`src/rtzb_pkg.sv`:
```
// shared types and constants of the tile rasterizer with depth store
`default_nettype none
package rtzb_pkg;

	localparam int XY_W   = 16;
	localparam int Z_W    = 24;
	localparam int W_W    = 16;
	localparam int PIX_W  = 3;
	localparam int E_W    = 35;
	localparam int N_W    = 62;
	localparam int PROD_W = 59;
	localparam int DIVD_W = 60;
	localparam int Q_W    = 24;
	localparam int NB_W   = 5;
	localparam int DSH    = Q_W - 1;

	localparam logic OP_RASTER = 1'b0;
	localparam logic OP_CLEAR  = 1'b1;

	localparam logic signed [Z_W-1:0] DEPTH_MIN = 24'sh800000;
	localparam logic signed [Z_W-1:0] DEPTH_MAX = 24'sh7fffff;

	localparam logic signed [E_W-1:0] AREA_MIN_OK = 35'sd2;
	localparam logic [E_W-1:0]        AREA_SUB    = 35'd256;
	localparam logic [W_W-1:0]        WEIGHT_SAT  = 16'hffff;

	localparam logic [NB_W-1:0] NB_DEPTH  = 5'd24;
	localparam logic [NB_W-1:0] NB_WEIGHT = 5'd16;

	typedef struct packed {
		logic            start;
		logic [NB_W-1:0] nbits;
	} div_req_t;

	typedef struct packed {
		logic [PIX_W-1:0]       pix_x;
		logic [PIX_W-1:0]       pix_y;
		logic [W_W-1:0]         weight_a;
		logic [W_W-1:0]         weight_b;
		logic [W_W-1:0]         weight_c;
		logic signed [Z_W-1:0]  frag_depth;
		logic                   last;
	} frag_t;

endpackage
`default_nettype wire

```
`src/rtzb_div.sv`:
```
// restoring divider, one quotient bit per cycle, quotient known to fit nbits
`default_nettype none
module rtzb_div (
	input  logic                      clk,
	input  logic                      arst_n,
	input  rtzb_pkg::div_req_t        req,
	input  logic [rtzb_pkg::DIVD_W-1:0] dividend,
	input  logic [rtzb_pkg::E_W-1:0]  divisor,
	output logic                      done,
	output logic [rtzb_pkg::Q_W-1:0]  quot
);
	import rtzb_pkg::*;

	logic [DIVD_W-1:0] rem_q;
	logic [DIVD_W-1:0] ds_q;
	logic [Q_W-1:0]    q_q;
	logic [NB_W-1:0]   cnt_q;
	logic              busy_q;
	logic              done_q;
	logic              ge;

	assign ge   = rem_q >= ds_q;
	assign done = done_q;
	assign quot = q_q;

	always_ff @(posedge clk or negedge arst_n) begin
		if (!arst_n) begin
			busy_q <= 1'b0;
			done_q <= 1'b0;
			cnt_q  <= '0;
		end else begin
			done_q <= 1'b0;
			if (req.start) begin
				busy_q <= 1'b1;
				cnt_q  <= req.nbits;
			end else if (busy_q) begin
				cnt_q <= cnt_q - NB_W'(1);
				if (cnt_q == NB_W'(1)) begin
					busy_q <= 1'b0;
					done_q <= 1'b1;
				end
			end
		end
	end

	always_ff @(posedge clk) begin
		if (req.start) begin
			rem_q <= dividend;
			// divisor aligned to the top quotient bit
			ds_q  <= DIVD_W'({{(DIVD_W-E_W){1'b0}}, divisor} << (req.nbits - NB_W'(1)));
			q_q   <= '0;
		end else if (busy_q) begin
			if (ge)
				rem_q <= rem_q - ds_q;
			q_q  <= {q_q[Q_W-2:0], ge};
			ds_q <= ds_q >> 1;
		end
	end

endmodule
`default_nettype wire

```
`config.mk`:
```
export PLATFORM = sky130hd
export DESIGN_NAME = rtzb_div
export DESIGN_NICKNAME = d
export VERILOG_FILES = /design/src/rtzb_pkg.sv /design/src/rtzb_div.sv
export SDC_FILE = /design/constraint.sdc
export NUM_CORES = 1
export LEC_CHECK = 0
export BUFFER_PORTS_ARGS = -buffer_cell sky130_fd_sc_hd__buf_2
export CORE_MARGIN = 2
export CORE_UTILIZATION = 40
export DETAILED_ROUTE_END_ITERATION = 12
export PLACE_DENSITY = 0.69
export SLEW_MARGIN = 15
export SYNTH_ARGS = -nofsm -noshare
export SYNTH_HDL_FRONTEND = slang
export SYNTH_SLANG_ARGS = --single-unit
```
`constraint.sdc`:
```
create_clock -name clk -period 4.4 [get_ports clk]
set_clock_uncertainty 0.2 [all_clocks]
set_input_delay 0.44 -clock clk [delete_from_list [all_inputs] [get_ports clk]]
set_output_delay 0.44 -clock clk [all_outputs]
set_load 0.005 [all_outputs]
```
[Word level (Yosys, flattened, before mapping)]
Cells that the tools add are included.
Cells by class
  add/subtract/negate cells: 3
  magnitude comparators: 1
  eq/ne operators: 1
  shift operators: 1
  muxes and demuxes: 13
  reduce and logical (&&, ||, !) cells: 3
Operators by type and width (count)
  $mux W60: 5
  $ge A60 B60 Y1: 1
  $shl A35 B5 Y60: 1
  $sub A60 B60 Y60: 1
  $mux W5: 2
  $sub A5 B1 Y5 const B: 2
  $mux W1: 6
  $eq A5 B1 Y1 const B: 1
  $reduce_bool A2 Y1: 2
  $reduce_and A2 Y1: 1
Storage, ports and cells
  bits in registers: 151
  input port bits: 103
  output and inout bits: 25
  logic and storage cells: 28

[Depth between registers and ports, before layout]
Gate-level depths: netlist (run 1).
  depth after elaboration: 4
  gate-level depth with buffers: 15
  gate-level depth less buffers: 13

[Worst setup path after synthesis (run 1)]
Ideal clock, no wire load.
  kind: reg-to-reg
  start: register rem_q[14]
  end: register rem_q[0], enable pin
  library setup time: 0.431 ns
  arrival time: 3.794 ns
  data required time: 3.769 ns
  path slack: -0.025 ns
  stages on the path, launching flop included: 11
  buffers on the path: 1
  cell sequence: edfxtp_1 > ha_1 > buf_6 > nand4_1 > nor4_1 > a221o_1 > a31oi_4 > o21ai_2 > a311oi_2 > o21bai_1 > a311o_1
Between the ends
  word-level cells in the longest chain between the ends: 3
Ends and longest elaborated chain
  from (decl): RTL line rtzb_div.sv:14  | logic [DIVD_W-1:0] rem_q;
  from (signal assigned): RTL line rtzb_div.sv:48  | rem_q <= dividend;
  from (signal assigned): RTL line rtzb_div.sv:54  | rem_q <= rem_q - ds_q;
  $ge A60 B60 Y1: RTL line rtzb_div.sv:22  | assign ge = rem_q >= ds_q;
  $reduce_bool A2 Y1 (no line)
  $reduce_and A2 Y1 (no line)
Every way passes these cells.
A chain may end at the register's enable or synchronous reset.

[Worst setup path in the final report (run 1)]
  start: register rem_q[0]
  end: register rem_q[11], enable pin
The elaborated chain is that of the path after synthesis.

==> impl_metrics.yaml, run 1 <==
power_and_ir_drop:
  finalPower_w: 0.00873
  ir_worst_vdd_v: 0.000250
  clock_power_share: 0.158
  pwr-share-seq: 0.268
  power_leakage_nw: 5.78
  swShare: 0.446
  power.switching_w: 0.00389
  p_int_w: 0.00484
  p_per_area_mw_per_mm2: 656
  pwr-share-comb: 0.574
synth:
  yosysMostFrequentCell: "nand2_1"
  ys_top_cells_by_area: "edfxtp_1, nand2_1, ha_1"
  ys_warn_count: 0
  syn_area_mm2: 0.0118
  synth_area_leader_cell: "edfxtp_1"
  synth_cell_types: 73
  yosysSeqAreaShare: 0.362
  syn-num-nets: 1510
  synth_top_area_frac: 0.306
  netlist_instances: 1343
  ys_ff_latch: 151
  async_flop_share: 0.0464
  synth-edff-count: 120
  avgSynthCellArea_um2: 8.76
  synthFlopType: "edfxtp_1"
  synth_common_cells: "nand2_1, o21ai_0, edfxtp_1, a21oi_1, inv_1"
sta:
  grt_setup_unrepaired: "false"
  hold_violations: 0
  worstMarginPinSlew_ns: 1.17
  min_period_over_period: 0.920
  slew_headroom: 0.219
  setup_tns_ns: 0
  min_period_ns: 4.05
  fmax_ghz: 0.247
  hold_ws_ns: 0.0501
  finalMaxSlewViolations: 0
  setup-violations-final: 0
clocking:
  cts_resized: 0
  htree_num_levels: 4
  clk_pin_slew_worst_paths_ns: 0.07
  post-cts-setup-buffers: 0
  cts_tree: "built"
  clock-sinks: 151
  ctsHoldBuffers: 1
  clock_latency_ns: 0.44
  clockRootBuffer: "clkbuf_16"
  clock_path_buffers: 2
  cts_buffers: 17
critical_path:
  cpLargestDelayFamily: "compound AO/OA/AOI/OAI gates"
  endpoint_kind: "register"
  slowest_delay_ns: 0.43
  cp_slowest_cell: "a311o_2"
  crit_top_cell: "inv_1"
  reg2reg_slack_ns: 0.35
  cp.arrival_ns: 4.01
  start_kind: "register"
  cp.depth: 14
  cp.required_ns: 4.36
  cp_max_fo: 51
  cp_num_buf_inv: 3
  r2r_start: "rem_q[0]$_DFFE_PP_"
  reg2reg_depth: 14
  path_class: "reg -> reg"
  r2r-end: "rem_q[11]$_DFFE_PP_"
  crit_chain: "inv_1, ha_1, inv_1, fa_1, a21o_1, a31o_2, and2_4, a221o_1, a31oi_4, o21ai_2, a311oi_2, o21bai_1, a311o_2, buf_12"
placement:
  dpl.cell_count: 1793
  io_buffers: 127
  gp_congestion: 0.928
  place_hpwl_um: 24800
layout:
  regArea_mm2: 0.00426
  area_growth_pct: 13.1
  final_cells: 1826
  multi_input_area_mm2: 0.00691
  drive_gt1_frac: 0.159
  diodes: 0
  fillers: 2856
  final_nets: 1596
floorplanning:
  initial_utilization: 0.408
  die_area_mm2: 0.0308
  die_w_um: 176
  io-pin-count: 128
  num_rows: 62
  dieHeight_um: 176
  coreArea_mm2: 0.0289
routing:
  detail_route.first_pass.iterations: 5
  vias: 10400
  drt-total-wl_um: 32300
  drc_errors: 0
  ant_nets: 0
  via_per_inst: 5.70
  drtIter0Drc: 948
  wl_per_cell_um: 17.7
global_routing:
  antenna_found_initial: 0
  grt.total_usage: 0.208
  grt.overflow.total: 0
  grt_pass1_wl_um: 51000
  grt_pass1_vias: 9786
  grt_max_degree: 119
worst_hold_path:
  hp-start: "req[1]"
  worst_hold_path.num_cells: 3
  hold_class: "in -> reg"
  hold_end: "cnt_q[1]$_DFFE_PN0P_"
run_status:
  status: "completed"
flow_run:
  maxCapViolations: 0
==> layout by cell type, fill, tap and decap left out, types with 8 or more instances in the layout <==
cell type	instances
a211oi_1	11
a21boi_0	8
a21o_1	30
a21oi_1	96
a221oi_1	8
a31oi_1	12
and3_1	12
buf_2	126
buf_4	18
clkbuf_16	17
dfxtp_1	24
edfxtp_1	120
ha_1	63
inv_1	79
mux2i_1	63
mux4_2	23
nand2_1	224
nand3_1	20
nand4_1	18
nor2_1	76
nor3_1	19
o21a_1	12
o21ai_0	134
o21bai_1	14
o221ai_1	10
o22ai_1	27
xnor2_1	25
xor2_1	29
==> kinds of logic after synthesis <==
group           after synthesis  share of synthesized area
fa+ha+maj                    64                     0.0687
flops                       151                      0.362
simple gates                415                      0.156
compound gates              402                      0.212
xor+xnor                     58                     0.0432
buf+inv                     161                     0.0541
mux                          92                      0.103
==> worst min-delay path: cells and delay by family <==
kind,cells,cell delay [ns]
AND/OR/NAND/NOR,1,0.05
buffers and inverters,1,0.10
AO/OA/AOI/OAI,1,0.06
==> power by group through the flow <==
stage	logic (W)	registers (W)	clock network (W)
after floorplan	0.00379	0.00228	0
after global placement	0.00485	0.00236	0
after detailed placement	0.00492	0.00236	0
after CTS	0.00494	0.00234	0.00139
after global routing	0.00554	0.00238	0.00146
final	0.00501	0.00234	0.00138
==> layer usage <==
metal	vias up	part of all wire	GRT usage
met3	61	0.078	0.0377
li1	5089	-	-
met5	-	0	0
met4	0	0.027	0.0692
met1	4850	0.47	0.299
met2	400	0.43	0.316
==> flip-flops by register name, indices dropped and copies added (netlist names) <==
name / cells
quot: 24
done: 1
busy_q: 1
cnt_q: 5
ds_q: 60
rem_q: 60
==> layout make-up <==
type	instances	area share
multi-input combinational	1031	0.519
sequential	151	0.320
timing repair buffer	147	0.0606
tap	384	0.0361
clock buffer	18	0.0322
inverter	81	0.0228
clock inverter	14	0.00883
==> metrics by stage <==
stage	utilization	area, um2	setup WS (ns)
detailed placement	0.442	12800	0.397
CTS	0.461	13300	0.377
floorplan	-	11800	0.394
global route	0.461	13300	0.109
finish	0.461	13300	0.352
global placement	0.442	12800	0.436
==> worst max-delay path by stage <==
stage	from	end	slack (ns)
2_1_floorplan	rem_q[0]$_DFFE_PP_	rem_q[0]$_DFFE_PP_	0.39
3_3_place_gp	rem_q[0]$_DFFE_PP_	rem_q[8]$_DFFE_PP_	0.44
3_5_place_dp	rem_q[0]$_DFFE_PP_	rem_q[3]$_DFFE_PP_	0.40
4_1_cts	rem_q[0]$_DFFE_PP_	rem_q[22]$_DFFE_PP_	0.38
5_1_grt	ds_q[14]$_DFFE_PP_	rem_q[18]$_DFFE_PP_	0.11
6_report	rem_q[0]$_DFFE_PP_	rem_q[11]$_DFFE_PP_	0.35
(Power assumes the default switching activity.)
==> run 2: changes to the inputs <==
--- a/config.mk
+++ b/config.mk
@@ -8,6 +8,7 @@
 export BUFFER_PORTS_ARGS = -buffer_cell sky130_fd_sc_hd__buf_2
 export CORE_MARGIN = 2
 export CORE_UTILIZATION = 40
+export CTS_BUF_LIST = sky130_fd_sc_hd__clkbuf_8
 export DETAILED_ROUTE_END_ITERATION = 12
 export PLACE_DENSITY = 0.69
 export SLEW_MARGIN = 15
==> run 2 against run 1 <==
Sequential share of layout area rose by 0.47 points; design area fell by 1.4%; clock power fell by 28%; flip-flop and latch count did not move; largest power group unchanged; setup slack got worse by 0.012 ns; die area did not move; sequential power barely moved; global-route usage fell by 0.15 points; worst hold slack got worse by 0.034 ns; clock-buffer cell count fell by 1; final cell count did not move; critical path type unchanged.
==> impl_metrics.yaml, run 2 (synthesized netlist as in run 1, its figures left out) <==
routing:
  detail_route.first_pass.iterations: 5
  drtIter0Drc: 917
  wl_per_cell_um: 17.6
  drt-total-wl_um: 32200
  vias: 10400
  ant_nets: 0
  drc_errors: 0
  via_per_inst: 5.69
clocking:
  cts_buffers: 17
  clockRootBuffer: "clkbuf_8"
  clock-sinks: 151
  clock_path_buffers: 2
  cts_resized: 0
  cts_tree: "built"
  clock_latency_ns: 0.47
  clk_pin_slew_worst_paths_ns: 0.09
  htree_num_levels: 4
global_routing:
  top_usage_layer: "met2"
  grt.total_usage: 0.207
  gr-usage-met3: 0.0351
  grt_pass1_wl_um: 50800
  grt_use_met2: 0.314
  grt.overflow.total: 0
  globalRouteMet1Util: 0.299
  grt_pass1_vias: 9744
  antenna_found_initial: 0
  grt_max_degree: 119
floorplanning:
  num_rows: 62
  die_area_mm2: 0.0308
  dieHeight_um: 176
  io-pin-count: 128
  die_w_um: 176
  initial_utilization: 0.408
  coreArea_mm2: 0.0289
worst_hold_path:
  hold_class: "in -> reg"
placement:
  place_area_mm2: 0.0128
  place_hpwl_um: 24800
  io_buffers: 127
  gp_congestion: 0.928
layout:
  fillers: 2883
  drive_gt1_frac: 0.159
  layout_common_cells: "nand2_1, o21ai_0, buf_2"
  area_growth_pct: 11.5
  diodes: 0
  multi_input_area_mm2: 0.00691
  final_nets: 1596
  regArea_mm2: 0.00426
  fin_area_mm2: 0.0131
  final_common_cell: "nand2_1"
sta:
  worstMarginPinSlew_ns: 1.17
  finalMaxSlewViolations: 0
  hold_violations: 0
  setup-violations-final: 0
  slew_headroom: 0.222
  fmax_ghz: 0.246
  min_period_over_period: 0.923
  min_period_ns: 4.06
  setup_tns_ns: 0
  grt_setup_unrepaired: "false"
power_and_ir_drop:
  power_leakage_nw: 5.69
  ir_worst_vdd_v: 0.000208
  p_per_area_mw_per_mm2: 635
run_status:
  status: "completed"
critical_path:
  cp_max_fo: 51
  cp.arrival_ns: 4.06
  endpoint_kind: "register"
  path_class: "reg -> reg"
  start_kind: "register"
  cp.required_ns: 4.40
flow_run:
  maxCapViolations: 0
run 2: cell count changes in the layout (fill, tap and decap cells not counted), sizes merged:
cell    delta
clkbuf     -1
inv        +1
run 2: power by group:
| part | leakage [nW] | switching, W | internal, W | total (W) |
|---|---|---|---|---|
| Combinational | 3.93 | 0.00305 | 0.00195 | 0.00500 |
| Sequential | 1.58 | 0.000191 | 0.00215 | 0.00234 |
| Clock | 0.177 | 0.000588 | 0.000400 | 0.000988 |
| Total | 5.69 | 0.00383 | 0.00450 | 0.00833 |
run 2: critical path: stages (launching register included):
cell,delay [ns]
edfxtp_1,0.37
inv_1,0.06
ha_1,0.16
inv_1,0.06
fa_1,0.40
a21o_1,0.20
a31o_2,0.26
and2_4,0.16
a221o_1,0.39
a31oi_4,0.23
o21ai_2,0.15
a311oi_2,0.37
o21bai_1,0.11
a311o_2,0.43
buf_12,0.21
run 2: worst paths after layout:
| check | start | endpoint | slack, ns | cells after the start |
|---|---|---|---|---|
| max reg2reg | rem_q[0]$_DFFE_PP_ | rem_q[11]$_DFFE_PP_ | 0.34 | 14 |
| min | req[1] | cnt_q[1]$_DFFE_PN0P_ | 0.02 | 3 |
| min reg2reg | quot[23]$_SDFFE_PP0P_ | quot[23]$_SDFFE_PP0P_ | 0.30 | 2 |
| max in group asynchronous | arst_n | busy_q$_DFF_PN0_ | 3.70 | 2 |
| min in group asynchronous | arst_n | done$_DFF_PN0_ | 0.12 | 2 |
| max | rem_q[0]$_DFFE_PP_ | rem_q[11]$_DFFE_PP_ | 0.34 | 14 |
run 2: layer usage:
metal,vias up,share of wire
met5,-,0
met3,55,0.067
met1,4895,0.47
met2,349,0.43
met4,0,0.025
li1,5090,-
run 2: area by class of cell:
type	count	share of cell area
Clock buffer	17	0.0178
Clock inverter	15	0.00925
Inverter	81	0.0232
Multi-Input combinational cell	1031	0.527
Sequential cell	151	0.325
Tap cell	384	0.0366
Timing Repair Buffer	147	0.0615
run 2: what timing repair did:
action	CTS	global route
endpoints found under the setup margin	0	0
hold buffers	1	0
buffers inserted	0	0
endpoints found under the hold margin	7	0
run 2: through the flow:
step                hold slack [ns]  total power (W)  setup WS (ns)  cells   util
global route                 0.0205          0.00898          0.103   1826  0.455
CTS                         0.00408          0.00829          0.368   1826  0.455
global placement             0.0776          0.00720          0.436   1793  0.442
detailed placement           0.0803          0.00728          0.397   1793  0.442
finish                       0.0161          0.00833          0.340   1826  0.455
floorplan                   -0.0556          0.00607          0.394   1343      -
==> run 3: changes to the inputs <==
--- a/config.mk
+++ b/config.mk
@@ -10,7 +10,7 @@
 export CORE_UTILIZATION = 40
 export CTS_BUF_LIST = sky130_fd_sc_hd__clkbuf_8
 export DETAILED_ROUTE_END_ITERATION = 12
-export PLACE_DENSITY = 0.69
+export PLACE_DENSITY = 0.67
 export SLEW_MARGIN = 15
 export SYNTH_ARGS = -nofsm -noshare
 export SYNTH_HDL_FRONTEND = slang
==> constraint.sdc (replaced) <==
create_clock -name clk -period 4.7 [get_ports clk]
set_clock_uncertainty 0.2 [all_clocks]
set_input_delay 0.705 -clock clk [delete_from_list [all_inputs] [get_ports clk]]
set_output_delay 0.705 -clock clk [all_outputs]
set_load 0.005 [all_outputs]
==> run 3 against run 2 <==
Design area about the same; critical path type unchanged; worst hold slack better by 0.27 ns; flip-flop and latch count unchanged; register-to-register slack better by 0.04 ns; setup slack gained 0.042 ns; clock-buffer cell count is the same; highest routed layer unchanged; critical path depth is 4 lower; combinational power decreased by 6.2%.
==> impl_metrics.yaml, run 3 (synthesized netlist as in run 1, its figures left out) <==
sta:
  finalMaxSlewViolations: 0
  grt_setup_unrepaired: "false"
  setup-violations-final: 0
  hold_ws_ns: 0.286
  slew_headroom: 0.406
  fmax_ghz: 0.232
  worstMarginPinSlew_ns: 0.891
  min_period_over_period: 0.919
  setup_tns_ns: 0
  hold_violations: 0
  min_period_ns: 4.32
power_and_ir_drop:
  ir_worst_vdd_v: 0.000193
  finalPower_w: 0.00786
  swShare: 0.465
  clock_power_share: 0.125
  power_leakage_nw: 5.70
  pwr-share-seq: 0.278
  p_per_area_mw_per_mm2: 599
  pwr-share-comb: 0.597
  p_int_w: 0.00421
  power.switching_w: 0.00365
layout:
  fin_area_mm2: 0.0131
  drive_gt1_frac: 0.156
  fillers: 2886
  diodes: 0
  final_common_cell: "nand2_1"
  final_nets: 1593
  area_growth_pct: 11.5
  layout_common_cells: "nand2_1, o21ai_0, buf_2"
floorplanning:
  coreArea_mm2: 0.0289
  io-pin-count: 128
  num_rows: 62
  dieHeight_um: 176
  initial_utilization: 0.408
  die_w_um: 176
  die_area_mm2: 0.0308
placement:
  io_buffers: 127
  place_hpwl_um: 25200
  place_area_mm2: 0.0127
  gp_congestion: 0.932
critical_path:
  reg2reg_slack_ns: 0.38
  start_kind: "register"
  r2r_start: "rem_q[14]$_DFFE_PP_"
  crit_chain: "ha_1, nand4_1, nor4_1, a221o_1, a31oi_4, o21ai_2, a311oi_2, o21bai_1, a311o_2, buf_4"
  cp_slowest_cell: "nor4_1"
  cp.required_ns: 4.63
  cp.arrival_ns: 4.25
  reg2reg_depth: 10
  slowest_delay_ns: 0.72
  cp-endpoint: "rem_q[22]$_DFFE_PP_"
  cp_max_fo: 33
  path_class: "reg -> reg"
  endpoint_kind: "register"
  crit_path_start: "rem_q[14]$_DFFE_PP_"
  r2r-end: "rem_q[22]$_DFFE_PP_"
routing:
  wl_per_cell_um: 18.1
  ant_nets: 0
  detail_route.first_pass.iterations: 6
  via_per_inst: 5.70
  drc_errors: 0
  drtIter0Drc: 871
  vias: 10400
  drt-total-wl_um: 33000
global_routing:
  grt_use_met2: 0.329
  globalRouteMet1Util: 0.313
  antenna_found_initial: 0
  grt.total_usage: 0.215
  gr-usage-met3: 0.0346
  grt.overflow.total: 0
  grt_pass1_wl_um: 52700
  top_usage_layer: "met2"
  grt_max_degree: 167
  grt_pass1_vias: 9923
clocking:
  cts_buffers: 17
  clockRootBuffer: "clkbuf_8"
  clk_pin_slew_worst_paths_ns: 0.10
  cts_tree: "built"
  clock_path_buffers: 2
  clock_latency_ns: 0.48
  cts_resized: 0
  clock-sinks: 151
  htree_num_levels: 4
worst_hold_path:
  hold_class: "in -> reg"
run_status:
  status: "completed"
flow_run:
  maxCapViolations: 0
run 3: worst min path at each step:
| stage | start | end | slack, ns | depth (start not counted) |
|---|---|---|---|---|
| floorplan | arst_n | busy_q$_DFF_PN0_ | 0.21 | 0 |
| global placement | quot[23]$_SDFFE_PP0P_ | quot[23]$_SDFFE_PP0P_ | 0.29 | 2 |
| detailed placement | quot[23]$_SDFFE_PP0P_ | quot[23]$_SDFFE_PP0P_ | 0.29 | 2 |
| CTS | req[1] | cnt_q[1]$_DFFE_PN0P_ | 0.26 | 3 |
| global route | req[1] | cnt_q[1]$_DFFE_PN0P_ | 0.28 | 3 |
| finish | req[1] | cnt_q[1]$_DFFE_PN0P_ | 0.29 | 3 |
run 3: power groups by stage:
stage          Clock (W)  Sequential [W]  Combinational, W
3_5_place_dp           0         0.00220           0.00460
4_1_cts          0.00101         0.00219           0.00462
3_3_place_gp           0         0.00220           0.00453
2_1_floorplan          0         0.00214           0.00355
5_1_grt          0.00106         0.00223           0.00521
6_report        0.000986         0.00218           0.00469
run 3: cell type report:
cell class,instances,area (um2),area share
inverters,81,304,0.0232
multi-input cells,1031,6930,0.528
repair buffers,144,785,0.0598
clock buffers,17,234,0.0178
clock inverters,15,135,0.0103
flip-flops and latches,151,4260,0.325
well taps,384,480,0.0366
run 3: worst max-delay path: cells and delay by family, from the launching register on:
kind                       cells  cell delay, ns
AOI/OAI and AO/OA              6            1.56
adders and majority gates      1            0.45
buffers and inverters          1            0.38
DFF                            1            0.39
and+or+nand+nor                2            0.95
run 3: metal layers:
| metal | vias up | wire length [um] |
|---|---|---|
| met5 | - | 0 |
| met2 | 356 | 14600 |
| met1 | 4893 | 15700 |
| li1 | 5098 | - |
| met3 | 49 | 2050 |
| met4 | 0 | 642 |
run 3: through the flow:
stage          utilization  std cells  setup slack (ns)
6_report             0.455       1823             0.382
3_3_place_gp         0.441       1790             0.525
2_1_floorplan            -       1343             0.275
3_5_place_dp         0.441       1790             0.457
5_1_grt              0.455       1823             0.284
4_1_cts              0.454       1823             0.436
run 3: timing repair:
action	4_1_cts	5_1_grt
buffers inserted	0	0
endpoints found under the hold margin	7	0
hold buffers	1	0
endpoints found under the setup margin	0	0
